===== src/rtl/core/dbgr_pkg.sv =====
`timescale 1ns / 1ps
`default_nettype none
// ----------------------------------------------------------------------------
// dbgr_pkg: shared types and constants for the dB gain block
// widths of the fields, gain table entry, state codes and the dB step table
// ----------------------------------------------------------------------------
package dbgr_pkg;

  localparam int CHANNELS_DEF = 8;

  localparam int SMP_W      = 24;
  localparam int DB_W       = 12;
  localparam int CH_IN_W    = 3;
  localparam int BS_W       = 11;
  localparam int MB_W       = 10;
  localparam int GAIN_W     = 48;
  localparam int TGT_W      = 32;
  localparam int STEP_W     = 48;
  localparam int GAIN_SHIFT = 15;
  localparam int N_W        = BS_W + MB_W;
  localparam int ATT_N      = 12;
  localparam int ATT_IW     = 4;
  localparam int CFG_IDX_W  = 2;
  localparam int CFG_DATA_W = 12;

  localparam logic signed [DB_W-1:0] MAX_DB16     = 12'sd800;
  localparam logic [TGT_W-1:0]       TOP_GAIN_Q23 = 32'd2652710768;
  localparam logic [GAIN_W-1:0]      GAIN_MAX     = {1'b0, {(GAIN_W-1){1'b1}}};

  localparam logic [BS_W-1:0]        BS_RESET   = 11'd64;
  localparam logic [MB_W-1:0]        MB_RESET   = 10'd0;
  localparam logic signed [DB_W-1:0] MUTE_RESET = -12'sd1920;

  typedef enum logic {
    ACT_SAMPLE = 1'b0,
    ACT_SET    = 1'b1
  } action_t;

  typedef enum logic [CFG_IDX_W-1:0] {
    CFG_BLOCK_SIZE   = 2'd0,
    CFG_MORPH_BLOCKS = 2'd1,
    CFG_MUTE_DB      = 2'd2
  } cfg_idx_t;

  typedef enum logic [2:0] {
    ST_IDLE,
    ST_CONV,
    ST_CH_RD,
    ST_CH_CALC,
    ST_CH_DIV,
    ST_SMP_UPD,
    ST_SMP_MUL,
    ST_SMP_OUT
  } state_t;

  // one channel entry of the gain memory
  typedef struct packed {
    logic [GAIN_W-1:0]        cur;
    logic [TGT_W-1:0]         tgt;
    logic signed [STEP_W-1:0] step;
  } ent_t;

  // address width of a channel memory
  function automatic int ch_w_of(input int n);
    ch_w_of = (n > 1) ? $clog2(n) : 1;
  endfunction

  // linear Q9.23 target placed in the Q10.38 gain format
  function automatic logic [GAIN_W-1:0] tgt_to_gain(input logic [TGT_W-1:0] t);
    tgt_to_gain = {1'b0, t, {GAIN_SHIFT{1'b0}}};
  endfunction

  // 10^(-2^i/320) in Q0.32
  function automatic logic [TGT_W-1:0] atten_f(input logic [ATT_IW-1:0] i);
    case (i)
      4'd0:    atten_f = 32'd4264173445;
      4'd1:    atten_f = 32'd4233600378;
      4'd2:    atten_f = 32'd4173110276;
      4'd3:    atten_f = 32'd4054710589;
      4'd4:    atten_f = 32'd3827893632;
      4'd5:    atten_f = 32'd3411613790;
      4'd6:    atten_f = 32'd2709941160;
      4'd7:    atten_f = 32'd1709857278;
      4'd8:    atten_f = 32'd680706443;
      4'd9:    atten_f = 32'd107884701;
      4'd10:   atten_f = 32'd2709941;
      4'd11:   atten_f = 32'd1710;
      default: atten_f = '0;
    endcase
  endfunction

endpackage
`default_nettype wire


===== src/rtl/core/dbgr_mem.sv =====
`timescale 1ns / 1ps
`default_nettype none
// ----------------------------------------------------------------------------
// dbgr_mem: per-channel gain memory
// one write and one registered read port, entries read as zero until written
// ----------------------------------------------------------------------------
module dbgr_mem
  import dbgr_pkg::*;
#(
  parameter int CHANNELS = CHANNELS_DEF
) (
  input  logic                   clk,
  input  logic                   rst_n,
  input  logic                   rd_en,
  input  logic [ch_w_of(CHANNELS)-1:0] rd_addr,
  input  logic                   wr_en,
  input  logic [ch_w_of(CHANNELS)-1:0] wr_addr,
  input  ent_t                   wr_data,
  output ent_t                   rd_data
);
  ent_t                mem_r [CHANNELS];
  logic [CHANNELS-1:0] valid_r;
  ent_t                rdata_r;
  logic                rvalid_r;

  always_ff @(posedge clk) begin
    if (wr_en) begin
      mem_r[wr_addr] <= wr_data;
    end
    if (rd_en) begin
      rdata_r <= mem_r[rd_addr];
    end
  end

  always_ff @(posedge clk) begin
    if (!rst_n) begin
      valid_r  <= '0;
      rvalid_r <= 1'b0;
    end else begin
      if (wr_en) begin
        valid_r[wr_addr] <= 1'b1;
      end
      if (rd_en) begin
        rvalid_r <= valid_r[rd_addr];
      end
    end
  end

  assign rd_data = rvalid_r ? rdata_r : '0;

endmodule
`default_nettype wire


===== config.mk =====
export PLATFORM = sky130hd
export DESIGN_NAME = dbgr_mem
export DESIGN_NICKNAME = d
export VERILOG_FILES = /design/src/rtl/core/dbgr_pkg.sv /design/src/rtl/core/dbgr_mem.sv
export SDC_FILE = /design/constraint.sdc
export NUM_CORES = 1
export LEC_CHECK = 0
export BUFFER_PORTS_ARGS = -buffer_cell sky130_fd_sc_hd__buf_4
export CORE_MARGIN = 2
export CORE_UTILIZATION = 65
export CTS_CLUSTER_SIZE = 16
export DETAILED_ROUTE_END_ITERATION = 10
export PLACE_DENSITY = 0.93
export SLEW_MARGIN = 10
export SYNTH_ARGS = -nofsm -noshare
export SYNTH_HDL_FRONTEND = slang
export SYNTH_SLANG_ARGS = --single-unit

===== constraint.sdc =====
create_clock -name clk -period 25.9 [get_ports clk]
set_clock_uncertainty 0.1 [all_clocks]
set_input_delay 2.59 -clock clk [delete_from_list [all_inputs] [get_ports clk]]
set_output_delay 2.59 -clock clk [all_outputs]
set_load 0.05 [all_outputs]

== Word level (Yosys, flattened, before mapping) ==
Memory sizes are Yosys's and may differ from the RTL's. A register that Yosys moved wholly into a read port is not among the register bits.
Cells that the tools add are included.
Word-level totals
  register bits: 9
  RAM bits: 1024
  input bits: 138
  output and inout port bits: 128
  word-level logic and storage cells: 15
  memories kept: 1
Operators by class
  order comparisons: 3
  muxes and demuxes: 7
  bitwise gates (word level): 1
  reduce and logical (&&, ||, !) cells: 1
Memories
  mem_r: words 8, width 128, rd ports 1, clocked after Yosys merged registers in 1, wr ports 1, RTL line dbgr_mem.sv:21  | ent_t mem_r [CHANNELS];
Operators by type and width (number)
  $mux W128: 1
  $lt A3 B4 Y1 const B: 2
  $or A8 B8 Y8: 1
  $mux W1: 4
  $bmux W1 S3: 1
  $demux W1 S3: 1
  $ge A3 B1 Y1 const B: 1
  $logic_and A1 B1 Y1: 1

== Logic depth before layout (Yosys ltp) ==
Gate-level depths: netlist of the first run.
  word-level depth: 5
  gate-level depth with buffers: 6
  gate-level depth less buffers: 3

== Worst setup path before layout of the first run ==
Ideal clock, no wire load.
  kind: input to register
  from: input port wr_addr[1]
  to: memory mem_r[0][0] in the netlist's numbering, enable pin
  setup time: 776 ps
  data arrival time: 11475 ps
  data required time: 25024 ps
  setup slack: 13549 ps
  stages: 1
  path through: nor3_1
RTL lines
  start, declared: RTL line dbgr_mem.sv:17  | input logic [ch_w_of(CHANNELS)-1:0] wr_addr,
  end, declared: RTL line dbgr_mem.sv:21
Straight into the memory's write port.

==> run metrics, run 1 <==
Final Instance Area 49900 sq um; Reg2Reg Setup Slack 24270 ps; register area 34800 sq um; area leader, netlist edfxtp_1; initial antenna violation count 17; Finish-stage setup viols 0; Worst Tran Pin Value 1140 ps; Avg Inst Size Synth 24.3 sq um; post-cts sizing count 0; r2r worst-path depth 2; leakage 0.0164 uW; IO Port Bufs 265; drt total wl 94000 um; setup TNS 0 ps; first-pass GRT wire length 139000 um; status finished, final reports clean; CTS tree built; Post-synth ARST share 0%; Post-CTS Setup Repair Bufs 0; Final Hold Fails 0; Area contributors post-synth edfxtp_1 (80%), mux4_2 (13%), mux2_2 (3.3%), and2_1 (1.8%), buf_6 (0.54%); Synth top cells by count edfxtp_1 (1152), mux4_2 (257), and2_1 (128), mux2_2 (128), clkbuf_1 (38); largest net degree at the start of global routing 130; period utilization 25.1%; Synthesized Nets 1926; DR WL/cell 30.6 um; Remaining DRCs 0; core footprint 66000 sq um; final core occ 75.6%; unrepaired setup endpoints after global routing no; multi-input logic area 8250 sq um; Synth Register Bits 1161; # H-tree levels 3; Max Cap Viol 0; cells after synthesis 1788; WP data required 26210 ps; most frequent cell after synthesis edfxtp_1; worst skew pair latency 670 ps; row count 94; initial core utilization 65.9%; share of cells above drive strength 1 38.4%; WS Path Type input pin to register; Clock Sinks 1161; CTS Buf Count 108; Root Buffer clkbuf_16; crit path DAT 6810 ps; pwr/cell area 79.3 nW/um^2; filler cell count 3195; number of distinct library cells after synthesis 19; Inst Count DP 2856; DP HPWL 47200 um; ys flop type edfxtp_1; vias in the first global route 21300; IO Pins 266; capture point of the worst path rdata_r[103]; peak supply drop 58.0 uV; top cell type's share of synthesized area 79.5%; CTS Hold Bufs 0; initial DRC count 2042; die width 263 um; Area Growth Syn to Fin 14.6%; YS warnings 0; Mapped Area 43500 sq um; Placed Area 46300 sq um; clk slew on worst S/H paths 60 ps; Critical Path End Type register; Pins Over Slew Limit 0; R2R Path Start mem_r[0][103]; Hold Crit Class register to register; Critical Path Start Type input pin; Avg Vias per Cell 6.47; Final ANT Viol Nets 0; Vert. Die Dim 263 um; worst-path fanout max 86; FMAX 154 MHz; crit path time final 6510 ps; sequential-to-total area share from yosys stat 79.9%; full die area 69000 sq um; non-filler cells, final 3068; Crit. Startpoint rd_addr[0]; total track usage 27.8%; fin nets 2240; via count 19800; gr ovfl total 0; Placer Congestion 0.719; FF-to-FF End rdata_r[103]; drt pass-1 iters 7; Clock Path Buffers 3; Max-Slew Margin vs Limit 23.7%; Post-synth EDFFs 1152
[layer usage]
metal  part of all wire (%)  GRT usage (%)  vias to the layer above
met5                  0.088              0                        -
met4                    2.8           11.2                       12
met3                    8.8           5.99                      176
met2                     52           47.3                     1101
met1                     36           35.6                    10400
li1                       -              -                     8130
[cells in the final DEF (no fill, tap or decap)]
cell type      n
bufinv_16      9
buf_6          2
clkbuf_1      23
mux2i_1        4
clkinv_1      19
buf_12         2
clkbuf_8       4
buf_8          2
dfxtp_1        8
diode_2       13
clkinv_4       2
and2_1       128
nor3_2         2
o21a_1         8
inv_6          3
mux4_2       257
nand2_1        2
inv_16         1
nand2b_1       3
dfxtp_4        1
a21oi_1        1
clkinv_8       1
clkinv_2      23
clkinvlp_4     3
edfxtp_1    1152
o21ai_0        1
nor2_4         6
clkbuf_16    111
mux2_2       128
buf_4        285
[critical path, cell delays in order]
cell and delay [ps]:
buf_8 650, buf_4 970, buf_4 780, buf_4 760
mux4_2 650, mux2_2 290
[worst min-delay path by stage]
stage / slack [ps] / start / to / depth (start not counted)
final: 370 / valid_r[2] / valid_r[2] / 1
after floorplan: 340 / valid_r[0] / valid_r[0] / 1
after global placement: 350 / valid_r[3] / valid_r[3] / 1
after CTS: 370 / valid_r[2] / valid_r[2] / 1
after detailed placement: 350 / valid_r[2] / valid_r[2] / 1
after global routing: 390 / valid_r[2] / valid_r[2] / 1
[where the power goes]
part	switching [uW]	internal (uW)	total, uW
Clock	665	886	1550
Combinational	134	99.0	233
Sequential	23.1	2150	2170
Total	823	3130	3950
[kinds of logic (layout without fill, tap and decap cells)]
group	after synthesis	count (layout)	share of synthesized area, %
AO/OA/AOI/OAI	10	10	0.161
buffers and inverters	87	490	1.20
flip-flops	1161	1161	79.9
multiplexers	389	389	16.7
other	0	13	0
AND/OR/NAND/NOR	141	141	1.98
[sequential cells by signal, indices dropped and copies added, names as in the netlist]
name and cells:
mem_r 1024, rdata_r 128, rvalid_r 1, valid_r 8
[layout make-up]
class | instances | area share [%]
diodes | 13 | 0.0653
clock buffers | 138 | 5.86
clock inverters | 61 | 1.12
multi-input cells | 540 | 16.6
flip-flops and latches | 1161 | 69.8
well taps | 864 | 2.17
repair buffers | 291 | 4.48
[metrics by stage]
stage | hold slack [ps] | setup slack [ps] | total power, uW
2_1_floorplan | 340 | 13550 | 2350
3_3_place_gp | 347 | 18690 | 2420
3_5_place_dp | 354 | 18570 | 2440
4_1_cts | 368 | 19190 | 3980
5_1_grt | 385 | 18890 | 4050
6_report | 370 | 19390 | 3950
Power figures use the tool's default switching activity.
==> run 2: changes to the inputs <==
CORE_UTILIZATION = 60   (was 65)
PLACE_DENSITY = 0.88   (was 0.93)
clock period = 6.3 ns   (was 25.9 ns; I/O delays follow)
==> run metrics, run 2 (synthesized netlist as in run 1, its figures left out) <==
status finished, final reports clean; Clock Path Buffers 3; non-filler cells, final 3148; initial DRC count 1943; Slowest-stage cell, CP dfxtp_4; Area Growth Syn to Fin 15.3%; CP bufs+invs 2; full die area 74700 sq um; max reg flops 1024; Vert. Die Dim 273 um; initial antenna violation count 13; Final ANT Viol Nets 0; crit-path leading delay family buffers and inverters; unrepaired setup endpoints after global routing no; vias in the first global route 21200; most frequent cells in the layout edfxtp_1 (1152), buf_4 (273), mux4_2 (257); Max-Slew Margin vs Limit 31.2%; worst-path fanout max 70; filler cell count 4090; Hold Crit Class input pin to register; via count 19400; biggest regs mem_r (1024), rdata_r (128), valid_r (8); Final Hold Fails 0; Final Instance Area 50100 sq um; Remaining DRCs 0; drt pass-1 iters 6; WS Path Type register to primary output; drt total wl 88900 um; pwr/cell area 327 nW/um^2; leakage 0.0165 uW; IO Pins 266; fin nets 2239; crit path time final 3640 ps; IO Port Bufs 265; Worst Tran Pin Value 1030 ps; Root Buffer clkbuf_16; Max Cap Viol 0; Critical Path Start Type register; # H-tree levels 3; Inst Count DP 2938; DR WL/cell 28.3 um; share of cells above drive strength 1 38.4%; core footprint 71600 sq um; CTS Buf Count 111; CP max stage delay 840 ps; total track usage 24.4%; DP HPWL 42300 um; FMAX 274 MHz; Most flops, register mem_r; CTS tree built; Avg Vias per Cell 6.17; Most Frequent Cell on Critical Path buf_4; Finish-stage setup viols 0; row count 98; first-pass GRT wire length 133000 um; peak supply drop 309 uV; die width 273 um; most common cell after layout, fill and taps aside edfxtp_1; CTS Hold Bufs 0; initial core utilization 60.7%; Pins Over Slew Limit 0; Placed Area 46500 sq um; crit path DAT 2910 ps; Post-CTS Setup Repair Bufs 0; Hold WS 97.4 ps; register area 34800 sq um; Clock Sinks 1161; crit path cell chain buf_4 > and2_1 > buf_4; Placer Congestion 0.698; worst skew pair latency 660 ps; largest net degree at the start of global routing 130; period utilization 57.8%; gr ovfl total 0; multi-input logic area 8270 sq um; WP data required 5570 ps; clk slew on worst S/H paths 60 ps; post-cts sizing count 0; Critical Path End Type primary output
## run 2: cell types whose count changed in the layout (fill, tap and decap cells not counted), sizes merged
cell,before,now
clkinv,45,54
inv,4,2
diode,13,7
buf,291,287
bufinv,9,12
clkbuf,138,132
## run 2: layer usage
| layer | vias up | part of all wire [%] | track usage, % |
|---|---|---|---|
| met4 | 14 | 2.7 | 8.40 |
| met3 | 161 | 8.1 | 5.21 |
| met2 | 822 | 52 | 42.0 |
| li1 | 8123 | - | - |
| met1 | 10300 | 37 | 31.2 |
| met5 | - | 0.10 | 0 |
## run 2: area by class of cell
cell class                 instances  area share [%]
multi-input combinational        540            16.5
antenna                            7          0.0349
timing repair buffer             287            4.59
sequential                      1161            69.4
clock inverter                    71            1.33
tap                              950            2.37
clock buffer                     132            5.82
## run 2: report_power, final
group / switching [uW] / internal, uW / leakage, uW
clock network: 2760 / 3790 / 0.00176
registers: 85.8 / 8820 / 0.0106
logic: 538 / 409 / 0.00408
## run 2: metrics by stage
step,setup slack [ps],power [uW],TNS (ps),utilization (%)
floorplan,-611,9640,-175250,-
global placement,3030,9950,0,65.0
detailed placement,2950,10000,0,65.0
CTS,2510,16500,0,70.0
global route,2470,16900,0,70.0
finish,2660,16400,0,70.0
## run 2: worst paths after layout
path / start / endpoint / slack, ps / cells after the start
max: rvalid_r / rd_data[65] / 2660 / 3
min: wr_data[14] / mem_r[4][14] / 100 / 1
max reg2reg: rvalid_r / rvalid_r / 4140 / 3
min reg2reg: valid_r[1] / valid_r[1] / 370 / 1
## run 2: worst register-to-register path: cells and delay by family, from the launching register on
kind            cells  cell delay, ps
flops               1             840
compound gates      2             370
buf+inv             1             780
