$ cat src/rtl/core/dbgr_pkg.sv
`timescale 1ns / 1ps
`default_nettype none
// ----------------------------------------------------------------------------
// dbgr_pkg: shared types and constants for the dB gain block
// widths of the fields, gain table entry, state codes and the dB step table
// ----------------------------------------------------------------------------
package dbgr_pkg;

  localparam int CHANNELS_DEF = 8;

  localparam int SMP_W      = 24;
  localparam int DB_W       = 12;
  localparam int CH_IN_W    = 3;
  localparam int BS_W       = 11;
  localparam int MB_W       = 10;
  localparam int GAIN_W     = 48;
  localparam int TGT_W      = 32;
  localparam int STEP_W     = 48;
  localparam int GAIN_SHIFT = 15;
  localparam int N_W        = BS_W + MB_W;
  localparam int ATT_N      = 12;
  localparam int ATT_IW     = 4;
  localparam int CFG_IDX_W  = 2;
  localparam int CFG_DATA_W = 12;

  localparam logic signed [DB_W-1:0] MAX_DB16     = 12'sd800;
  localparam logic [TGT_W-1:0]       TOP_GAIN_Q23 = 32'd2652710768;
  localparam logic [GAIN_W-1:0]      GAIN_MAX     = {1'b0, {(GAIN_W-1){1'b1}}};

  localparam logic [BS_W-1:0]        BS_RESET   = 11'd64;
  localparam logic [MB_W-1:0]        MB_RESET   = 10'd0;
  localparam logic signed [DB_W-1:0] MUTE_RESET = -12'sd1920;

  typedef enum logic {
    ACT_SAMPLE = 1'b0,
    ACT_SET    = 1'b1
  } action_t;

  typedef enum logic [CFG_IDX_W-1:0] {
    CFG_BLOCK_SIZE   = 2'd0,
    CFG_MORPH_BLOCKS = 2'd1,
    CFG_MUTE_DB      = 2'd2
  } cfg_idx_t;

  typedef enum logic [2:0] {
    ST_IDLE,
    ST_CONV,
    ST_CH_RD,
    ST_CH_CALC,
    ST_CH_DIV,
    ST_SMP_UPD,
    ST_SMP_MUL,
    ST_SMP_OUT
  } state_t;

  // one channel entry of the gain memory
  typedef struct packed {
    logic [GAIN_W-1:0]        cur;
    logic [TGT_W-1:0]         tgt;
    logic signed [STEP_W-1:0] step;
  } ent_t;

  // address width of a channel memory
  function automatic int ch_w_of(input int n);
    ch_w_of = (n > 1) ? $clog2(n) : 1;
  endfunction

  // linear Q9.23 target placed in the Q10.38 gain format
  function automatic logic [GAIN_W-1:0] tgt_to_gain(input logic [TGT_W-1:0] t);
    tgt_to_gain = {1'b0, t, {GAIN_SHIFT{1'b0}}};
  endfunction

  // 10^(-2^i/320) in Q0.32
  function automatic logic [TGT_W-1:0] atten_f(input logic [ATT_IW-1:0] i);
    case (i)
      4'd0:    atten_f = 32'd4264173445;
      4'd1:    atten_f = 32'd4233600378;
      4'd2:    atten_f = 32'd4173110276;
      4'd3:    atten_f = 32'd4054710589;
      4'd4:    atten_f = 32'd3827893632;
      4'd5:    atten_f = 32'd3411613790;
      4'd6:    atten_f = 32'd2709941160;
      4'd7:    atten_f = 32'd1709857278;
      4'd8:    atten_f = 32'd680706443;
      4'd9:    atten_f = 32'd107884701;
      4'd10:   atten_f = 32'd2709941;
      4'd11:   atten_f = 32'd1710;
      default: atten_f = '0;
    endcase
  endfunction

endpackage
`default_nettype wire

$ cat src/rtl/core/dbgr_db2lin.sv
`timescale 1ns / 1ps
`default_nettype none
// ----------------------------------------------------------------------------
// dbgr_db2lin: dB to linear gain converter
// clips the request, then one table multiply per exponent bit and the +50 dB scale, in successive cycles
// ----------------------------------------------------------------------------
module dbgr_db2lin
  import dbgr_pkg::*;
(
  input  logic                   clk,
  input  logic                   rst_n,
  input  logic                   start,
  input  logic signed [DB_W-1:0] gain_db,
  input  logic signed [DB_W-1:0] mute_db,
  output logic                   done,
  output logic [TGT_W-1:0]       target
);
  localparam int V_W = TGT_W + 1;
  localparam int P_W = V_W + TGT_W;

  logic signed [DB_W-1:0] c_lo;
  logic signed [DB_W-1:0] c_clip;
  logic signed [DB_W:0]   e_wide;
  logic                   is_zero;
  logic [TGT_W-1:0]       mul_b;
  logic [P_W-1:0]         prod;
  logic [P_W-1:0]         prod_rnd;
  logic [V_W-1:0]         v_new;

  logic                   busy_r;
  logic                   done_r;
  logic [ATT_IW-1:0]      i_r;
  logic [DB_W-1:0]        e_r;
  logic                   zero_r;
  logic [V_W-1:0]         v_r;
  logic [TGT_W-1:0]       t_r;

  always_comb begin
    c_lo    = (gain_db < mute_db) ? mute_db : gain_db;
    c_clip  = (c_lo > MAX_DB16) ? MAX_DB16 : c_lo;
    is_zero = (c_clip <= mute_db);
    e_wide  = {MAX_DB16[DB_W-1], MAX_DB16} - {c_clip[DB_W-1], c_clip};
  end

  // one shared multiplier: table factor per bit, then the +50 dB scale
  assign mul_b    = (i_r == ATT_IW'(ATT_N)) ? TOP_GAIN_Q23 : atten_f(i_r);
  assign prod     = P_W'(v_r) * P_W'(mul_b);
  assign prod_rnd = prod + (P_W'(1) << (TGT_W - 1));
  assign v_new    = prod_rnd[P_W-1:TGT_W];

  always_ff @(posedge clk) begin
    if (!rst_n) begin
      busy_r <= 1'b0;
      done_r <= 1'b0;
    end else begin
      done_r <= 1'b0;
      if (start) begin
        busy_r <= 1'b1;
      end else if (busy_r && (i_r == ATT_IW'(ATT_N))) begin
        busy_r <= 1'b0;
        done_r <= 1'b1;
      end
    end
  end

  always_ff @(posedge clk) begin
    if (start) begin
      i_r    <= '0;
      e_r    <= e_wide[DB_W-1:0];
      zero_r <= is_zero;
      v_r    <= V_W'(1) << TGT_W;
    end else if (busy_r) begin
      if (i_r == ATT_IW'(ATT_N)) begin
        t_r <= zero_r ? '0 : v_new[TGT_W-1:0];
      end else begin
        if (e_r[i_r]) begin
          v_r <= v_new;
        end
        i_r <= i_r + 1'b1;
      end
    end
  end

  assign done   = done_r;
  assign target = t_r;

endmodule
`default_nettype wire

$ cat config.mk
export PLATFORM = sky130hd
export DESIGN_NAME = dbgr_db2lin
export DESIGN_NICKNAME = d
export VERILOG_FILES = /design/src/rtl/core/dbgr_pkg.sv /design/src/rtl/core/dbgr_db2lin.sv
export SDC_FILE = /design/constraint.sdc
export NUM_CORES = 2
export LEC_CHECK = 0
export BUFFER_PORTS_ARGS = -buffer_cell sky130_fd_sc_hd__buf_2
export CAP_MARGIN = 40
export CORE_AREA = 2 2 287 289
export CTS_CLUSTER_SIZE = 16
export DETAILED_ROUTE_END_ITERATION = 8
export DIE_AREA = 0 0 289 291
export PLACE_DENSITY = 0.65
export SLEW_MARGIN = 10
export SYNTH_ARGS = -nofsm -noshare
export SYNTH_HDL_FRONTEND = slang
export SYNTH_SLANG_ARGS = --single-unit
$ cat constraint.sdc
create_clock -name clk -period 18.2 [get_ports clk]
set_clock_uncertainty 0.15 [all_clocks]
set_input_delay 0 -clock clk [delete_from_list [all_inputs] [get_ports clk]]
set_output_delay 0 -clock clk [all_outputs]
set_load 0.005 [all_outputs]
==> After elaboration in Yosys (flattened, before gate mapping) <==
Memories as Yosys holds them, arrays and structs flattened. A register that Yosys moved wholly into a read port is not among the register bits.
Index checks and enable logic that the tools add are counted.
Widths: inputs -> output; s select.
{ "word_totals": {"register_bits": 84, "mem_count": 1, "inputBits": 27, "rom_bits": 512, "word_cells": 36} }
{ "op_classes": {"mux": 10, "bitwise": 3, "order_cmp": 4, "n_eq_ne": 1, "add_sub_neg": 3, "n_reduce_logical": 6, "n_mul": 1} }
{ "memory_table": {"columns": ["memory", "words", "word_bits", "read_ports", "rd_clocked_by_memory_dff", "write_ports", "line_no", "text"], "rows": [
  ["(name not given)", 16, 32, 1, 1, 0, "dbgr_pkg.sv:75", "case (i)"]
]} }
{ "op_table": {"columns": ["op", "count"], "rows": [
  ["$add 65x32->65 const B", 1],
  ["$mul 33x32->65", 1],
  ["$mux 32", 1],
  ["$mux 12", 2],
  ["$gt 12x11->1 const B", 1],
  ["$le 12x12->1", 1],
  ["$lt 12x12->1", 1],
  ["$sub 11x12->12 const A", 1],
  ["$mux 4", 2],
  ["$reduce_and 3->1", 2],
  ["$lt 4x5->1 const B", 1],
  ["$add 4x1->4 const B", 1],
  ["$bmux 1 s4", 1],
  ["$eq 4x4->1 const B", 1],
  ["$mux 1", 4],
  ["$not 1->1", 3],
  ["$reduce_and 2->1", 1],
  ["$reduce_bool 2->1", 1],
  ["$reduce_or 2->1", 1],
  ["$logic_and 1x1->1", 1]
]} }

==> Longest topological paths before layout <==
{ "depth": {"word_depth": 5, "depth_mapped": 34, "depth_no_buf": 32} }

==> Worst setup path after synthesis <==
Ideal clock, no wire load.
{ "synth_timing": {"path_type": "reg2reg", "start": "register i_r[0]", "end": "register t_r[28] (netlist: target[28]) (data pin)", "path_stages_with_launch": 33, "period_less_slack_ps": 8571, "path_buffers": 4, "t_required_ps": 17784, "slack_ps": 9629, "setup_time_ps": 266, "arrival_time_ps": 8155, "cell_sequence": "dfxtp_1 > inv_1 > ha_1 > nand3_1 > clkbuf_1 > clkbuf_1 > nand2b_1 > clkbuf_1 > and2_1 > fa_1 > fa_1 > inv_1 > fa_1 > fa_1 > inv_1 > fa_1 > fa_1 > fa_1 > inv_1 > fa_1 > inv_1 > ha_1 > clkbuf_1 > nand2_1 > nor3_4 > nand3_1 > a221oi_1 > o211ai_1 > o211ai_1 > nor4b_1 > o31ai_1 > xnor2_1 > nor2_1"} }
{ "synth_via": {"elab_chain_cells": 4} }
{ "synth_lines": {"columns": ["item", "line_no", "text"], "rows": [
  ["start, declared", "dbgr_db2lin.sv:32", "logic [ATT_IW-1:0] i_r;"],
  ["start signal, assigned", "dbgr_db2lin.sv:79", "i_r <= i_r + 1'b1;"],
  ["$eq 4x4->1", "dbgr_db2lin.sv:46", "assign mul_b = (i_r == ATT_IW'(ATT_N)) ? TOP_GAIN_Q23 : atten_f(i_r);"],
  ["$mux 32", "dbgr_db2lin.sv:46", null],
  ["$mul 33x32->65", "dbgr_db2lin.sv:47", "assign prod = P_W'(v_r) * P_W'(mul_b);"],
  ["$add 65x32->65", "dbgr_db2lin.sv:48", "assign prod_rnd = prod + (P_W'(1) << (TGT_W - 1));"],
  ["end signal, assigned", "dbgr_db2lin.sv:74", "t_r <= zero_r ? '0 : v_new[TGT_W-1:0];"],
  ["end, declared", "dbgr_db2lin.sv:36", "logic [TGT_W-1:0] t_r;"]
]} }
Every way passes these cells.
A chain may end at the register's enable or synchronous reset.

==> Final worst setup path <==
{ "layout_timing": {"start": "register i_r[0]", "end": "register t_r[30] (netlist: target[30]) (data pin)"} }
Same word-level chain as after synthesis.

==> impl_results.md <==
* I/O pins at 60
* Slew Limit Fails at 0
* CP most frequent cell: fa_1
* Slew headroom at 34.0%
* Post-Synthesis Cells at 4376
* CP peak stage delay at 0.73 ns
* Fin. Hold Viols at 0
* Layout cell share with drive strength beyond 1 at 4.89%
* Delay-heaviest family, CP: adder cells
* Core area at 81200 µm²
* Number of synthesized register bits at 116
* Clk sinks at 116
* Critical path buffers and inverters at 7
* Number of routed nets with antenna violations at 0
* RSZ-0062 raised after global routing: false
* Max cap viols at 0
* Top cells by area, synth: fa_1 46%, ha_1 10%, inv_1 8.6%
* Total CTS buffers at 17
* Input/output buffers at 59
* Syn nets at 5653
* # rows at 105
* Critical Path Slowest Stage Cell: buf_4
* Post-synth top area share at 46.3%
* Sum of negative setup slack at 0 ns
* Drt via density at 5.57
* Post-synth ARST share at 0%
* Top_reg_cell synth: dfxtp_1
* Fill cells at 7537
* Crit path launch type: flip-flop
* Later-pin clock latency in the skew report at 0.43 ns
* Die area at 84100 µm²
* Area leader, netlist: fa_1
* # DRC at 0
* Clock buffer depth at 2
* Final Critical Period at 10.88 ns
* Final setup viols at 0
* First DRT Iteration DRCs at 2084
* Cell variety after synth at 73
* Worst-path clk slew at 0.05 ns
* Wire length per cell after detailed routing at 21.2 µm
* Root Buffer: clkbuf_16
* Status: complete, no violations
* Initial core utilization at 49.3%
* CP Data Arrival Time at 10.89 ns
* H-Tree Depth at 4
* Nets at 5537
* Final period util at 59.8%
* Syn_area_per_cell at 9.15 µm²
* First-pass GRT wire length at 184 mm
* Area Growth Syn to Fin at 5.24%
* Postcts setup bufs at 0
* Sequential area share after synthesis at 6.92%
* Crit Path Max Fanout at 168
* Overflow after GRT at 0
* Die Height at 291 µm
* DR pass1 iterations at 5
* Worst Tran Pin Value at 0.990 ns
* RePlAce Congestion at 0.928
* Die width at 289 µm
* Synthesized area at 40000 µm²
* Total track usage at 28.3%
* Hold Path Class: input port to flip-flop
* Utilization after layout at 51.9%
* Req. time, crit path at 18.21 ns
* Post-synth EDFFs at 45
* Routed WL at 113 mm
* Largest net degree at the start of global routing at 169
* Vias in the first global route at 32629
* Worst Setup End Kind: flip-flop
* Critical path class: flip-flop to flip-flop
* TritonCTS clock tree: yes
* Initial antenna violation count at 3
* Syn. warnings at 0
* Detailed placement HPWL at 85.9 mm
* Via Count at 29810
* FMAX at 91.9 MHz
==> metal layers <==
metal	wire length (µm)	GRT usage, %
met1	46300	37.5
met2	56500	48.6
met5	0	0
met3	6450	3.02
met4	4270	9.22
==> synth_stat cells (all sizes together) (4+ instances only) <==
| library cell | n |
|---|---|
| or2 | 5 |
| xnor2 | 28 |
| and4 | 4 |
| a221oi | 5 |
| nand3 | 35 |
| xor2 | 14 |
| edfxtp | 45 |
| inv | 920 |
| o22ai | 8 |
| nor2b | 42 |
| a21oi | 93 |
| o31ai | 10 |
| a31oi | 15 |
| o311ai | 5 |
| o21a | 11 |
| nand4 | 19 |
| dfxtp | 71 |
| and2 | 298 |
| and3 | 378 |
| a21o | 34 |
| nand2 | 470 |
| a21boi | 5 |
| nor3 | 26 |
| o21ai | 60 |
| o2111ai | 4 |
| a211oi | 8 |
| o211ai | 7 |
| fa | 926 |
| mux2i | 20 |
| o21bai | 11 |
| nor2 | 120 |
| ha | 324 |
| nand2b | 23 |
| clkbuf | 264 |
| nor4 | 5 |
| or3 | 6 |
| buf | 18 |
==> cells by family after synthesis <==
kind of cell / count (synthesis) / share of synthesized area [%]
AND/OR/NAND/NOR: 1439 / 18.7
adder cells (fa/ha/maj): 1250 / 56.4
buffers and inverters: 1202 / 11.4
AO/OA/AOI/OAI: 301 / 4.90
flip-flops: 116 / 6.92
XOR/XNOR: 42 / 0.919
multiplexers: 26 / 0.753
==> worst paths after layout <==
check,slack (ns),startpoint,cells past startpoint,to
worst max-delay path,7.32,i_r[0],30,target[30]
worst min-delay path,0.02,gain_db[0],4,e_r[0]
worst max register to register,7.32,i_r[0],30,target[30]
worst min register to register,0.30,v_r[4],2,v_r[4]
==> cells in the final DEF, fill, tap and decap left out, drive strengths merged, types with 10 or more instances in the layout <==
cell type | netlist | final
ha | 324 | 324
fa | 926 | 926
o21a | 11 | 11
nor3 | 26 | 26
nand4 | 19 | 19
buf | 18 | 137
xor2 | 14 | 14
nor2b | 42 | 42
a21oi | 93 | 93
o21bai | 11 | 11
nand2 | 470 | 470
a21o | 34 | 34
xnor2 | 28 | 28
and3 | 378 | 378
nand2b | 23 | 23
dfxtp | 71 | 71
dlygate4sd3 | 0 | 10
o31ai | 10 | 10
edfxtp | 45 | 45
clkbuf | 264 | 23
o21ai | 60 | 60
nand3 | 35 | 35
a31oi | 15 | 15
mux2i | 20 | 20
inv | 920 | 920
and2 | 298 | 298
nor2 | 120 | 120
==> stage by stage <==
stage | cells | hold WS, ns | worst slack (ns) | instance area, µm²
2_1_floorplan | 4376 | -0.0375 | 9.63 | 40000
6_report | 5348 | 0.0194 | 7.32 | 42100
5_1_grt | 5343 | 0.0325 | 6.69 | 42100
3_5_place_dp | 5301 | 0.154 | 7.37 | 41400
4_1_cts | 5343 | 0.00283 | 7.38 | 42100
3_3_place_gp | 5290 | 0.160 | 7.62 | 41100
==> layout make-up <==
class | instances | area, µm² | area share [%]
repair buffers | 147 | 1160 | 2.76
multi-input cells | 3058 | 32800 | 77.7
flip-flops and latches | 116 | 2780 | 6.59
well taps | 1070 | 1340 | 3.18
clock inverters | 9 | 86.3 | 0.205
diodes | 5 | 12.5 | 0.0297
inverters | 920 | 3450 | 8.19
clock buffers | 23 | 543 | 1.29
==> worst reg2reg max path: cells and delay by family (launching register included) <==
family          cells  cell delay, ns
simple gates        5            1.07
fa+ha+maj          10            4.61
xor+xnor            1            0.17
buf+inv             7            1.94
flops               1            0.48
compound gates      7            2.21
==> timing repair <==
action / 4_1_cts / 5_1_grt
hold endpoints to repair: 8 / 0
gates resized for setup: 0 / 0
hold buffers: 10 / 0
Power is not shown: default switching activity piles up to over one toggle a cycle in this logic, so the estimate is an artifact.
