<file path="config.mk">
export PLATFORM = sky130hd
export DESIGN_NAME = dbgr_div
export DESIGN_NICKNAME = d
export VERILOG_FILES = /design/src/rtl/core/dbgr_pkg.sv /design/src/rtl/core/dbgr_div.sv
export SDC_FILE = /design/constraint.sdc
export NUM_CORES = 1
export LEC_CHECK = 0
export BUFFER_PORTS_ARGS = -buffer_cell sky130_fd_sc_hd__buf_4
export CAP_MARGIN = 20
export CORE_UTILIZATION = 24
export DETAILED_ROUTE_END_ITERATION = 8
export HOLD_SLACK_MARGIN = 0.06
export PLACE_DENSITY = 0.5
export REMOVE_ABC_BUFFERS = 1
export SKIP_CTS_REPAIR_TIMING = 1
export SYNTH_ARGS = -nofsm -noshare
export SYNTH_HDL_FRONTEND = slang
export SYNTH_SLANG_ARGS = --single-unit
</file>
<file path="constraint.sdc">
create_clock -name clk -period 9.5 [get_ports clk]
set_input_delay 0.475 -clock clk [delete_from_list [all_inputs] [get_ports clk]]
set_output_delay 0.475 -clock clk [all_outputs]
set_load 0.05 [all_outputs]
</file>
<file path="src/rtl/core/dbgr_pkg.sv">
`timescale 1ns / 1ps
`default_nettype none
// ----------------------------------------------------------------------------
// dbgr_pkg: shared types and constants for the dB gain block
// widths of the fields, gain table entry, state codes and the dB step table
// ----------------------------------------------------------------------------
package dbgr_pkg;

  localparam int CHANNELS_DEF = 8;

  localparam int SMP_W      = 24;
  localparam int DB_W       = 12;
  localparam int CH_IN_W    = 3;
  localparam int BS_W       = 11;
  localparam int MB_W       = 10;
  localparam int GAIN_W     = 48;
  localparam int TGT_W      = 32;
  localparam int STEP_W     = 48;
  localparam int GAIN_SHIFT = 15;
  localparam int N_W        = BS_W + MB_W;
  localparam int ATT_N      = 12;
  localparam int ATT_IW     = 4;
  localparam int CFG_IDX_W  = 2;
  localparam int CFG_DATA_W = 12;

  localparam logic signed [DB_W-1:0] MAX_DB16     = 12'sd800;
  localparam logic [TGT_W-1:0]       TOP_GAIN_Q23 = 32'd2652710768;
  localparam logic [GAIN_W-1:0]      GAIN_MAX     = {1'b0, {(GAIN_W-1){1'b1}}};

  localparam logic [BS_W-1:0]        BS_RESET   = 11'd64;
  localparam logic [MB_W-1:0]        MB_RESET   = 10'd0;
  localparam logic signed [DB_W-1:0] MUTE_RESET = -12'sd1920;

  typedef enum logic {
    ACT_SAMPLE = 1'b0,
    ACT_SET    = 1'b1
  } action_t;

  typedef enum logic [CFG_IDX_W-1:0] {
    CFG_BLOCK_SIZE   = 2'd0,
    CFG_MORPH_BLOCKS = 2'd1,
    CFG_MUTE_DB      = 2'd2
  } cfg_idx_t;

  typedef enum logic [2:0] {
    ST_IDLE,
    ST_CONV,
    ST_CH_RD,
    ST_CH_CALC,
    ST_CH_DIV,
    ST_SMP_UPD,
    ST_SMP_MUL,
    ST_SMP_OUT
  } state_t;

  // one channel entry of the gain memory
  typedef struct packed {
    logic [GAIN_W-1:0]        cur;
    logic [TGT_W-1:0]         tgt;
    logic signed [STEP_W-1:0] step;
  } ent_t;

  // address width of a channel memory
  function automatic int ch_w_of(input int n);
    ch_w_of = (n > 1) ? $clog2(n) : 1;
  endfunction

  // linear Q9.23 target placed in the Q10.38 gain format
  function automatic logic [GAIN_W-1:0] tgt_to_gain(input logic [TGT_W-1:0] t);
    tgt_to_gain = {1'b0, t, {GAIN_SHIFT{1'b0}}};
  endfunction

  // 10^(-2^i/320) in Q0.32
  function automatic logic [TGT_W-1:0] atten_f(input logic [ATT_IW-1:0] i);
    case (i)
      4'd0:    atten_f = 32'd4264173445;
      4'd1:    atten_f = 32'd4233600378;
      4'd2:    atten_f = 32'd4173110276;
      4'd3:    atten_f = 32'd4054710589;
      4'd4:    atten_f = 32'd3827893632;
      4'd5:    atten_f = 32'd3411613790;
      4'd6:    atten_f = 32'd2709941160;
      4'd7:    atten_f = 32'd1709857278;
      4'd8:    atten_f = 32'd680706443;
      4'd9:    atten_f = 32'd107884701;
      4'd10:   atten_f = 32'd2709941;
      4'd11:   atten_f = 32'd1710;
      default: atten_f = '0;
    endcase
  endfunction

endpackage
`default_nettype wire

</file>
<file path="src/rtl/core/dbgr_div.sv">
`timescale 1ns / 1ps
`default_nettype none
// ----------------------------------------------------------------------------
// dbgr_div: serial signed divider for the ramp step
// restoring, one quotient bit per cycle, truncates toward zero
// ----------------------------------------------------------------------------
module dbgr_div
  import dbgr_pkg::*;
(
  input  logic                     clk,
  input  logic                     rst_n,
  input  logic                     start,
  input  logic signed [STEP_W-1:0] dividend,
  input  logic [N_W-1:0]           divisor,
  output logic                     done,
  output logic signed [STEP_W-1:0] quotient
);
  localparam int MAG_W = STEP_W - 1;
  localparam int CNT_W = $clog2(MAG_W + 1);

  logic [STEP_W-1:0] dvd_abs;
  logic [N_W:0]      shl;
  logic              ge;

  logic              busy_r;
  logic              done_r;
  logic [CNT_W-1:0]  cnt_r;
  logic [N_W:0]      rem_r;
  logic [MAG_W-1:0]  quo_r;
  logic [N_W-1:0]    dvs_r;
  logic              neg_r;

  assign dvd_abs = dividend[STEP_W-1] ? -dividend : dividend;
  assign shl     = {rem_r[N_W-1:0], quo_r[MAG_W-1]};
  assign ge      = (shl >= {1'b0, dvs_r});

  always_ff @(posedge clk) begin
    if (!rst_n) begin
      busy_r <= 1'b0;
      done_r <= 1'b0;
    end else begin
      done_r <= 1'b0;
      if (start) begin
        busy_r <= 1'b1;
      end else if (busy_r && (cnt_r == CNT_W'(1))) begin
        busy_r <= 1'b0;
        done_r <= 1'b1;
      end
    end
  end

  always_ff @(posedge clk) begin
    if (start) begin
      neg_r <= dividend[STEP_W-1];
      quo_r <= dvd_abs[MAG_W-1:0];
      rem_r <= '0;
      dvs_r <= divisor;
      cnt_r <= CNT_W'(MAG_W);
    end else if (busy_r) begin
      rem_r <= ge ? (shl - {1'b0, dvs_r}) : shl;
      quo_r <= {quo_r[MAG_W-2:0], ge};
      cnt_r <= cnt_r - 1'b1;
    end
  end

  assign done     = done_r;
  assign quotient = neg_r ? -{1'b0, quo_r} : {1'b0, quo_r};

endmodule
`default_nettype wire

</file>
---- After elaboration in Yosys (flattened, before gate mapping) ----
Cells that the tools add are included.
word-level totals
  flip-flop bits (word level) ............. 98
  latch bits .............................. 0
  memory bits (writable) .................. 0
  memory bits (read-only) ................. 0
  bits of input ports ..................... 72
  output and inout bits ................... 49
  logic and storage cells ................. 26
  memories ................................ 0
operators by class
  add/sub/neg operators ................... 4
  multipliers ............................. 0
  divide/modulo/power cells ............... 0
  magnitude comparators ................... 1
  eq/ne operators ......................... 1
  shift-type cells ........................ 0
  muxes and demuxes ....................... 8
  bitwise operators ....................... 1
  reductions and logical operators ........ 4
operator list
  operator             count
  $mux 47              3
  $mux 48              1
  $neg 47->48          1
  $neg 47->47          1
  $ge 22x21->1         1
  $mux 21              1
  $sub 21x21->21       1
  $eq 6x1->1 const B   1
  $sub 6x1->6 const B  1
  $reduce_bool 2->1    2
  $mux 1               3
  $reduce_or 2->1      1
  $logic_and 1x1->1    1
  $not 1->1            1

---- Logic depth before layout (Yosys ltp) ----
Gate-level depths: netlist (run 1).
  depth after elaboration ................. 4
  gate-level depth with buffers ........... 13
  depth with buffers taken out ............ 11

---- Least setup slack after synthesis (run 1) ----
No wires, ideal clock.
  path type ............................... reg-to-output
  start ................................... register quo_r[35]
  end ..................................... output port quotient[45]
  arrival ................................. 2.765 ns
  data required time ...................... 9.025 ns
  setup slack ............................. 6.260 ns
  stages on the path, launching flop included .. 7
  path buffers ............................ 0
  cell sequence ........................... edfxtp_1 or4_1 or3_1 or4_1 or4_1 o21ai_1 xnor2_1
between the ends
  longest elaborated chain between the ends .. 2
RTL lines
  what                    RTL line        source
  start, declared         dbgr_div.sv:29  logic [MAG_W-1:0] quo_r;
  start signal, assigned  dbgr_div.sv:55  quo_r <= dvd_abs[MAG_W-1:0];
  start signal, assigned  dbgr_div.sv:61  quo_r <= {quo_r[MAG_W-2:0], ge};
  $neg 47->48             dbgr_div.sv:67  assign quotient = neg_r ? -{1'b0, quo_r} : {1'b0, quo_r};
  $mux 48                 dbgr_div.sv:67
  end, declared           dbgr_div.sv:16  output logic signed [STEP_W-1:0] quotient
No other way between the ends.

---- Worst setup path in the final report (run 1) ----
  start ................................... register quo_r[13]
  end ..................................... output port quotient[36]
The elaborated chain is that of the path after synthesis.

==> summary.txt, run 1 <==
Reg-to-reg endpoint: rem_r[14]$_SDFFE_PP0P_
H-tree depth: 3
Antenna violations before repair: 0
Max Slew Vio Count: 0
Synthesized instance count: 753
Hold path cells: 1
Async SR Flop Fraction: 0
Area of the die: 29400 um^2
Die Y: 172 um
Count of max-cap constraint violations: 0
Remaining DRCs: 0
P_int: 871 uW
Detail Route Antenna Nets: 0
Post-synth top area cell: edfxtp_1
Setup CP Type: reg -> out
Number of DRC markers in iteration 0: 279
Register area share after synthesis: 0.384
Routed length per placed instance: 15.9 um
Number of vias per cell: 4.74
Antenna diodes: 0
Initial Util: 0.246
Yosys top cell area share: 0.300
Nets: 951
Slowest CP cell: or4_1
Area grow syn2layout: 22.4%
Clock skew: 0.0136 ns
Maximum vdd drop: 0.0000829 V
Number of synthesized flops with an enable pin: 69
First-pass GRT wire length: 31300 um
P_leak: 3.18 nW
Max-slew headroom: 0.374
Final setup fails: 0
Row cnt: 61
Switching Share: 0.371
Fmax: 242 MHz
Status: completed
Cell area power density: 164 nW/um^2
Combinational fraction of design power: 0.331
Fin crit share: 0.435
Num ports: 121
CTS Root Cell: clkbuf_16
Vias in the first global route: 5735
Synth top cells by count: 78 x nor2_1, 69 x edfxtp_1, 67 x a21oi_1
Setup tns final: 0 ns
Unrepaired setup endpoints after global routing: no
Critical Path Max Stage Delay: 0.61 ns
Syn_area_per_cell: 9.16 um^2
Vias: 5863
Yosys warns: 0
Pin count of the biggest net entering global routing: 87
Register share of total power: 0.391
Latest clock arrival within the worst-skew pair: 0.36 ns
R2R Setup Slk: 6.04 ns
CP arrival: 3.66 ns
CORE AREA: 28000 um^2
Final count of hold timing violations: 0
R2r startpoint: quo_r[46]$_DFFE_PP_
Critical path, cell by cell: or4_1, nor4_1, nand3b_1, nor3_1, nand2_1, o41ai_1, xnor2_1, buf_4
Critical Path End Type: primary output
Ranking of synthesized cells by area: edfxtp_1 30%, dfxtp_1 8.4%, xnor2_1 7.2%, xor2_1 6.7%, a21oi_1 4.9%
Ys flop type: edfxtp_1
DP HPWL: 14400 um
Synth Cell Area: 6900 um^2
Worst r2r path cells: 11
CTS buffer count: 9
Gr ovfl total: 0
Clock Pin Slew Worst Setup and Hold Paths: 0.08 ns
Pre-CTS setup slack: 5.76 ns
Clock power frac: 0.278
Clock Path Buffers: 2
PortBufs: 120
Setup crit start kind: flop
Die W: 172 um
Type of the worst min-delay path: in -> reg
NetSw: 515 uW
Worst Path Required: 9.03 ns
Worst Path Buf+Inv: 1
Worst-path maximum fanout: 6
Clock Sinks: 98
Cell variety after synth: 58
First drt pass iteration count: 4
Number of synthesized register bits: 98
Critical path's top delay family: simple AND/OR/NAND/NOR gates
Cell with the most instances after synthesis: nor2_1
Worst-margin pin slew: 0.939 ns
Hold_sp: divisor[0]
Layout cell share with drive strength beyond 1: 0.186
DRT Wirelength: 19600 um
Routability cong.: 0.793
Hold EP: dvs_r[0]$_DFFE_PP_
Setup WS post-layout: 5.37 ns
Gr usage total: 0.137
Min Tclk post-route: 4.13 ns
CTS tree: yes
==> per-stage QoR <==
step	utilization	instance area [um^2]	power (mW)	hold slack (ns)	cells
global placement	0.290	8120	1.01	0.488	1219
CTS	0.301	8430	1.41	0.278	1235
floorplan	-	6720	0.848	0.464	717
global route	0.302	8450	1.46	0.275	1236
detailed placement	0.290	8120	1.01	0.494	1219
finish	0.302	8450	1.39	0.291	1236
==> kinds of logic after synthesis <==
| logic type | Yosys count | share of synthesized area |
|---|---|---|
| mux | 10 | 0.0145 |
| simple gates | 228 | 0.169 |
| buf+inv | 72 | 0.0457 |
| fa+ha+maj | 26 | 0.0482 |
| compound gates | 209 | 0.198 |
| xor+xnor | 110 | 0.140 |
| flops | 98 | 0.384 |
==> registers in the layout, summed over array words and instances (netlist names) <==
| signal | flops |
|---|---|
| quo_r | 47 |
| dvs_r | 21 |
| rem_r | 21 |
| cnt_r | 6 |
| busy_r | 1 |
| done | 1 |
| neg_r | 1 |
==> metal layers <==
layer | wire, um | vias to the layer above | track usage
li1 | - | 2953 | -
met1 | 9350 | 2796 | 0.185
met2 | 9460 | 106 | 0.226
met3 | 694 | 8 | 0.0276
met4 | 142 | 0 | 0.0283
met5 | 0 | - | 0
==> area by class of cell <==
cell class              count  area, um^2
multi-input cells         583        3930
clock inverters             7        77.6
flip-flops and latches     98        2650
clock buffers               9         225
fillers                  3029       19600
well taps                 378         473
inverters                  36         135
repair buffers            125         951
==> worst reg2reg max path, stage by stage (launching register included) <==
cell and delay (ns):
edfxtp_1 0.44, inv_1 0.09, ha_1 0.16, inv_1 0.05
fa_1 0.41, a21o_1 0.23, a311o_1 0.39, a211oi_1 0.33
o2111ai_1 0.22, and2_1 0.52, nand2_1 0.38, o21ai_0 0.14
==> layout by cell type, fill, tap and decap left out, types with 14 or more instances in the layout <==
master	count
or4_1	16
nand2_1	50
a21oi_1	67
ha_1	25
nor2_1	78
dfxtp_1	29
o21ai_0	46
buf_4	124
o31ai_1	26
inv_1	35
xor2_1	53
nand2b_1	14
xnor2_1	57
nor3_1	16
edfxtp_1	69
==> power by group through the flow <==
stage / Clock, mW / Combinational (mW) / Sequential (mW)
finish: 0.386 / 0.459 / 0.541
global route: 0.414 / 0.496 / 0.548
CTS: 0.403 / 0.463 / 0.542
detailed placement: 0 / 0.460 / 0.551
global placement: 0 / 0.460 / 0.551
floorplan: 0 / 0.305 / 0.544
==> worst max path at each step <==
stage               depth (start not counted)                 from           end  slack (ns)
CTS                                         8  quo_r[13]$_DFFE_PP_  quotient[44]        5.34
floorplan                                   6  quo_r[35]$_DFFE_PP_  quotient[45]        6.25
detailed placement                          8  quo_r[13]$_DFFE_PP_  quotient[44]        5.76
global route                                8  quo_r[12]$_DFFE_PP_  quotient[36]        4.95
global placement                            8  quo_r[12]$_DFFE_PP_  quotient[44]        5.88
finish                                      8  quo_r[13]$_DFFE_PP_  quotient[36]        5.37
Power figures use the tool's default switching activity.
==> run 2: changes to the inputs <==
clock period = 3.9 ns   (was 9.5 ns; I/O delays follow)
==> summary.txt, run 2 (synthesis gave the netlist of run 1 again) <==
Max FFs per register: 47 (unchanged)
Vias in the first global route: 5706 (-0.51%)
Number of vias per cell: 4.76 (+0.27%)
Maximum vdd drop: 0.000192 V (+130%)
Vias: 5993 (+2.2%)
Commonest non-fill, non-tap cell in the layout: buf_4
Die Y: 172 um (unchanged)
CTS Root Cell: clkbuf_16
Final core occ: 0.309 (+0.00773)
Slowest CP cell: or4_1
Latest clock arrival within the worst-skew pair: 0.36 ns (about the same)
Remaining DRCs: 0 (unchanged)
Gr ovfl total: 0 (unchanged)
Number of DRC markers in iteration 0: 325 (+16%)
Critical path, cell by cell: or4_1, nor4_1, nand4_1, nor3_1, nand2_1, o41ai_1, xnor2_1, buf_4
Final Cell Area: 8660 um^2 (+2.6%)
Routed length per placed instance: 15.6 um (-2.0%)
Worst-path maximum fanout: 6 (unchanged)
Setup tns final: 0 ns (unchanged)
Clock Sinks: 98 (unchanged)
Nets: 975 (+2.5%)
Area of the die: 29400 um^2 (unchanged)
CTS buffer count: 9 (unchanged)
Row cnt: 61 (unchanged)
Min Tclk post-route: 3.66 ns
GR peak layer: met2
Type of the worst min-delay path: in -> reg
P_leak: 3.27 nW (+3.1%)
Setup CP Type: reg -> out
Die W: 172 um (unchanged)
Placed Area: 8150 um^2 (+0.37%)
Fin crit share: 0.938
Area grow syn2layout: 25.6%
Setup WS post-layout: 0.242 ns (-5.13 ns)
Critical Path Max Stage Delay: 0.62 ns (about the same)
Top reg by flops: quo_r
DRT Wirelength: 19600 um (-0.11%)
CORE AREA: 28000 um^2 (unchanged)
Cell area power density: 389 nW/um^2 (+140%)
Fmax: 273 MHz
Detail Route Antenna Nets: 0 (unchanged)
Clock Pin Slew Worst Setup and Hold Paths: 0.08 ns (about the same)
Initial Util: 0.246 (unchanged)
Antenna violations before repair: 0 (unchanged)
Layout cell share with drive strength beyond 1: 0.185 (-0.00167)
H-tree depth: 3 (unchanged)
PortBufs: 120 (unchanged)
Met3 Use GR: 0.0255 (-0.00207)
Layout fillers: 2995 (-1.1%)
Worst-margin pin slew: 0.909 ns (-0.0297 ns)
Clock skew: 0.0125 ns (-0.00118 ns)
Critical Path End Type: primary output
Biggest regs: quo_r (47), dvs_r (21), rem_r (21)
M1 GR Usage: 0.177 (-0.00704)
Commonest cells after routing, fill and taps aside: 128 x buf_4, 78 x nor2_1, 69 x edfxtp_1
Setup crit start kind: flop
Num ports: 121 (unchanged)
Met2 usage: 0.228 (+0.00123)
CP arrival: 3.46 ns (-0.20 ns)
Count of max-cap constraint violations: 0 (unchanged)
Routability cong.: 0.796 (+0.48%)
Status: completed
First drt pass iteration count: 4 (unchanged)
First-pass GRT wire length: 30900 um (-1.3%)
Unrepaired setup endpoints after global routing: no
Pin count of the biggest net entering global routing: 74 (-15%)
Final setup fails: 0 (unchanged)
Final count of hold timing violations: 0 (unchanged)
Gr usage total: 0.135 (-0.00198)
Clock Path Buffers: 2 (unchanged)
Max-slew headroom: 0.394 (+0.0198)
DP HPWL: 14500 um (+0.77%)
CTS tree: yes
Antenna diodes: 0 (unchanged)
Worst Path Required: 3.70 ns (-5.33 ns)
Pre-CTS setup slack: 0.467 ns (-5.29 ns)
Max Slew Vio Count: 0 (unchanged)
==> run 2: cell count changes in the layout (fill, tap and decap cells not counted) <==
cell and change:
inv_6 -2, dlygate4sd3_1 +21, clkbuf_1 +1, buf_4 +4, nor3_2 +1, inv_4 +2, buf_12 -1, nor3_1 -1
clkinvlp_4 -1
==> run 2: final timing paths <==
check | cells past startpoint | to | start | slack (ns)
setup / recovery | 8 | quotient[41] | quo_r[13]$_DFFE_PP_ | 0.24
hold / removal | 2 | busy_r$_SDFFE_PN0P_ | rst_n | 0.07
setup reg to reg | 11 | rem_r[20]$_SDFFE_PP0P_ | quo_r[46]$_DFFE_PP_ | 0.48
hold reg to reg | 2 | rem_r[3]$_SDFFE_PP0P_ | rem_r[3]$_SDFFE_PP0P_ | 0.50
==> run 2: through the flow <==
stage	power, mW	cells	hold slack [ns]
2_1_floorplan	2.07	717	0.267
3_3_place_gp	2.46	1223	0.374
3_5_place_dp	2.46	1223	0.375
4_1_cts	3.41	1239	0.00174
5_1_grt	3.55	1260	0.0846
6_report	3.37	1260	0.0745
==> run 2: layout make-up <==
cell class | count | area [um^2] | area share
Tap cell | 378 | 473 | 0.0546
Clock buffer | 10 | 229 | 0.0264
Inverter | 36 | 135 | 0.0156
Timing Repair Buffer | 149 | 1170 | 0.135
Clock inverter | 6 | 65.1 | 0.00751
Multi-Input combinational cell | 583 | 3940 | 0.454
Sequential cell | 98 | 2650 | 0.306
==> run 2: per-layer routing <==
metal,wire length [um],share of wire
met1,9230,0.47
met2,9440,0.48
met3,781,0.040
met4,174,0.0089
met5,0,0
==> run 2: worst max-delay path: cells and delay by family, from the launching register on <==
family                    cells  cell delay, ns
buffers and inverters         1            0.22
xor gates and xnor gates      1            0.17
AOI/OAI and AO/OA             1            0.38
and+or+nand+nor               5            1.90
DFF                           1            0.43
==> run 2: power breakdown <==
part           switching (mW)  leakage (nW)  internal, mW
Combinational           0.723          2.21         0.408
Clock                   0.418         0.147         0.500
Sequential             0.0940         0.913          1.22
Total                    1.23          3.27          2.13
==> run 3: changes to the inputs <==
==> constraint.sdc (replaced) <==
create_clock -name clk -period 3.9 [get_ports clk]
set_input_delay 0.78 -clock clk [delete_from_list [all_inputs] [get_ports clk]]
set_output_delay 0.78 -clock clk [all_outputs]
set_load 0.05 [all_outputs]
==> summary.txt, run 3 (synthesis gave the netlist of run 1 again) <==
Status: completed
Commonest non-fill, non-tap cell in the layout: buf_4
Worst hold-check slack: 0.504 ns (+0.430 ns)
Setup crit start kind: flop
Critical path's top delay family: simple AND/OR/NAND/NOR gates
P_leak: 3.34 nW (+1.9%)
Dpl cells: 1235 (+0.98%)
Biggest regs: quo_r (47), dvs_r (21), rem_r (21)
Gr ovfl total: 0 (unchanged)
Worst Path Required: 3.12 ns (-0.58 ns)
Clock skew: 0.0119 ns (-0.000607 ns)
Area of the die: 29400 um^2 (unchanged)
Unrepaired setup endpoints after global routing: yes
Vias in the first global route: 5769 (+1.1%)
Count of max-cap constraint violations: 0 (unchanged)
CTS buffer count: 9 (unchanged)
Routed wl met3: 727 um (-6.9%)
Vias: 5892 (-1.7%)
CTS Root Cell: clkbuf_16
Non-Filler Instances: 1259 (-0.079%)
Number of vias per cell: 4.68 (-1.6%)
Die W: 172 um (unchanged)
Final count of hold timing violations: 0 (unchanged)
First-pass GRT wire length: 31200 um (+1.0%)
DRT met1 WL: 9210 um (-0.30%)
Antenna violations before repair: 0 (unchanged)
Worst-margin pin slew: 0.819 ns (-0.0899 ns)
Critical Path Max Stage Delay: 0.56 ns (-0.06 ns)
Min Tclk post-route: 3.85 ns (+0.193 ns)
Worst r2r path cells: 12 (+1)
Max FFs per register: 47 (unchanged)
Cell mode on critical path: or4_4
Gr usage total: 0.136 (+0.00100)
First drt pass iteration count: 4 (unchanged)
Clock Sinks: 98 (unchanged)
Num ports: 121 (unchanged)
Slowest CP cell: or4_4
Nets: 974 (-0.10%)
PortBufs: 120 (unchanged)
Clock Pin Slew Worst Setup and Hold Paths: 0.08 ns (about the same)
Pin count of the biggest net entering global routing: 77 (+4.1%)
Type of the worst min-delay path: reg -> reg
Antenna diodes: 0 (unchanged)
Die Y: 172 um (unchanged)
Commonest cells after routing, fill and taps aside: 146 x buf_4, 78 x nor2_1, 69 x edfxtp_1
Fin crit share: 0.988 (+0.0496)
Latest clock arrival within the worst-skew pair: 0.36 ns (about the same)
Initial Util: 0.246 (unchanged)
DRT Wirelength: 19600 um (-0.19%)
Area grow syn2layout: 27.1%
DR WL met2: 9470 um (+0.33%)
CP arrival: 3.07 ns (-0.39 ns)
Row cnt: 61 (unchanged)
Routed length per placed instance: 15.6 um (-0.11%)
Worst Path Buf+Inv: 1 (unchanged)
CORE AREA: 28000 um^2 (unchanged)
Max Slew Vio Count: 0 (unchanged)
Number of DRC markers in iteration 0: 314 (-3.4%)
Routability cong.: 0.819 (+2.8%)
Critical Path End Type: primary output
Crit path depth: 7 (-1)
Cell area power density: 394 nW/um^2 (+1.3%)
Remaining DRCs: 0 (unchanged)
Final setup fails: 0 (unchanged)
Fmax: 260 MHz (-5.0%)
DP HPWL: 14500 um (about the same)
Detail Route Antenna Nets: 0 (unchanged)
Top reg by flops: quo_r
Final core occ: 0.313 (+0.00380)
Critical path, cell by cell: or4_4, or3_4, or4_4, or4_1, o21ai_2, xnor2_1, buf_4
H-tree depth: 3 (unchanged)
Clock Path Buffers: 2 (unchanged)
Max-slew headroom: 0.454 (+0.0599)
Worst-path maximum fanout: 4 (-2)
Maximum vdd drop: 0.000198 V (+2.9%)
Layout cell share with drive strength beyond 1: 0.232 (+0.0467)
Hold path cells: 2 (unchanged)
Setup CP Type: reg -> out
CTS tree: yes
Highest signal layer in the routed design: met4
## run 3: final cells by class
class,count,area [um^2]
Fill cell,2992,19200
Multi-Input combinational cell,583,4070
Sequential cell,98,2650
Timing Repair Buffer,148,1120
Tap cell,378,473
Clock buffer,9,225
Inverter,36,135
Clock inverter,7,92.6
## run 3: per-layer routing
layer / vias up / global-route usage
li1: 3005 / -
met1: 2759 / 0.181
met2: 116 / 0.228
met3: 12 / 0.0251
met4: 0 / 0.0311
met5: - / 0
## run 3: path summary, 6_finish.rpt
| kind | to | slack [ns] | start |
|---|---|---|---|
| min reg2reg | rem_r[3]$_SDFFE_PP0P_ | 0.50 | rem_r[3]$_SDFFE_PP0P_ |
| max reg2reg | rem_r[12]$_SDFFE_PP0P_ | 0.56 | quo_r[46]$_DFFE_PP_ |
| max | quotient[45] | 0.05 | quo_r[36]$_DFFE_PP_ |
| min | rem_r[3]$_SDFFE_PP0P_ | 0.50 | rem_r[3]$_SDFFE_PP0P_ |
## run 3: per-stage QoR
stage	worst slack (ns)	TNS, ns	power (mW)	cell area, um^2
2_1_floorplan	0.347	0	2.07	6720
3_3_place_gp	0.233	0	2.47	8240
3_5_place_dp	0.205	0	2.47	8240
4_1_cts	-0.197	-2.12	3.47	8560
5_1_grt	-0.0518	-0.157	3.63	8770
6_report	0.0486	0	3.45	8770
## run 3: tightest hold or removal path, stage by stage (launching register included)
cell and delay (ns):
dfxtp_1 0.33, nor2_1 0.08, a211oi_1 0.05
## run 3: power breakdown
part	leakage (nW)	switching (mW)	internal (mW)
registers	0.913	0.100	1.22
logic	2.28	0.732	0.418
clock network	0.149	0.416	0.562
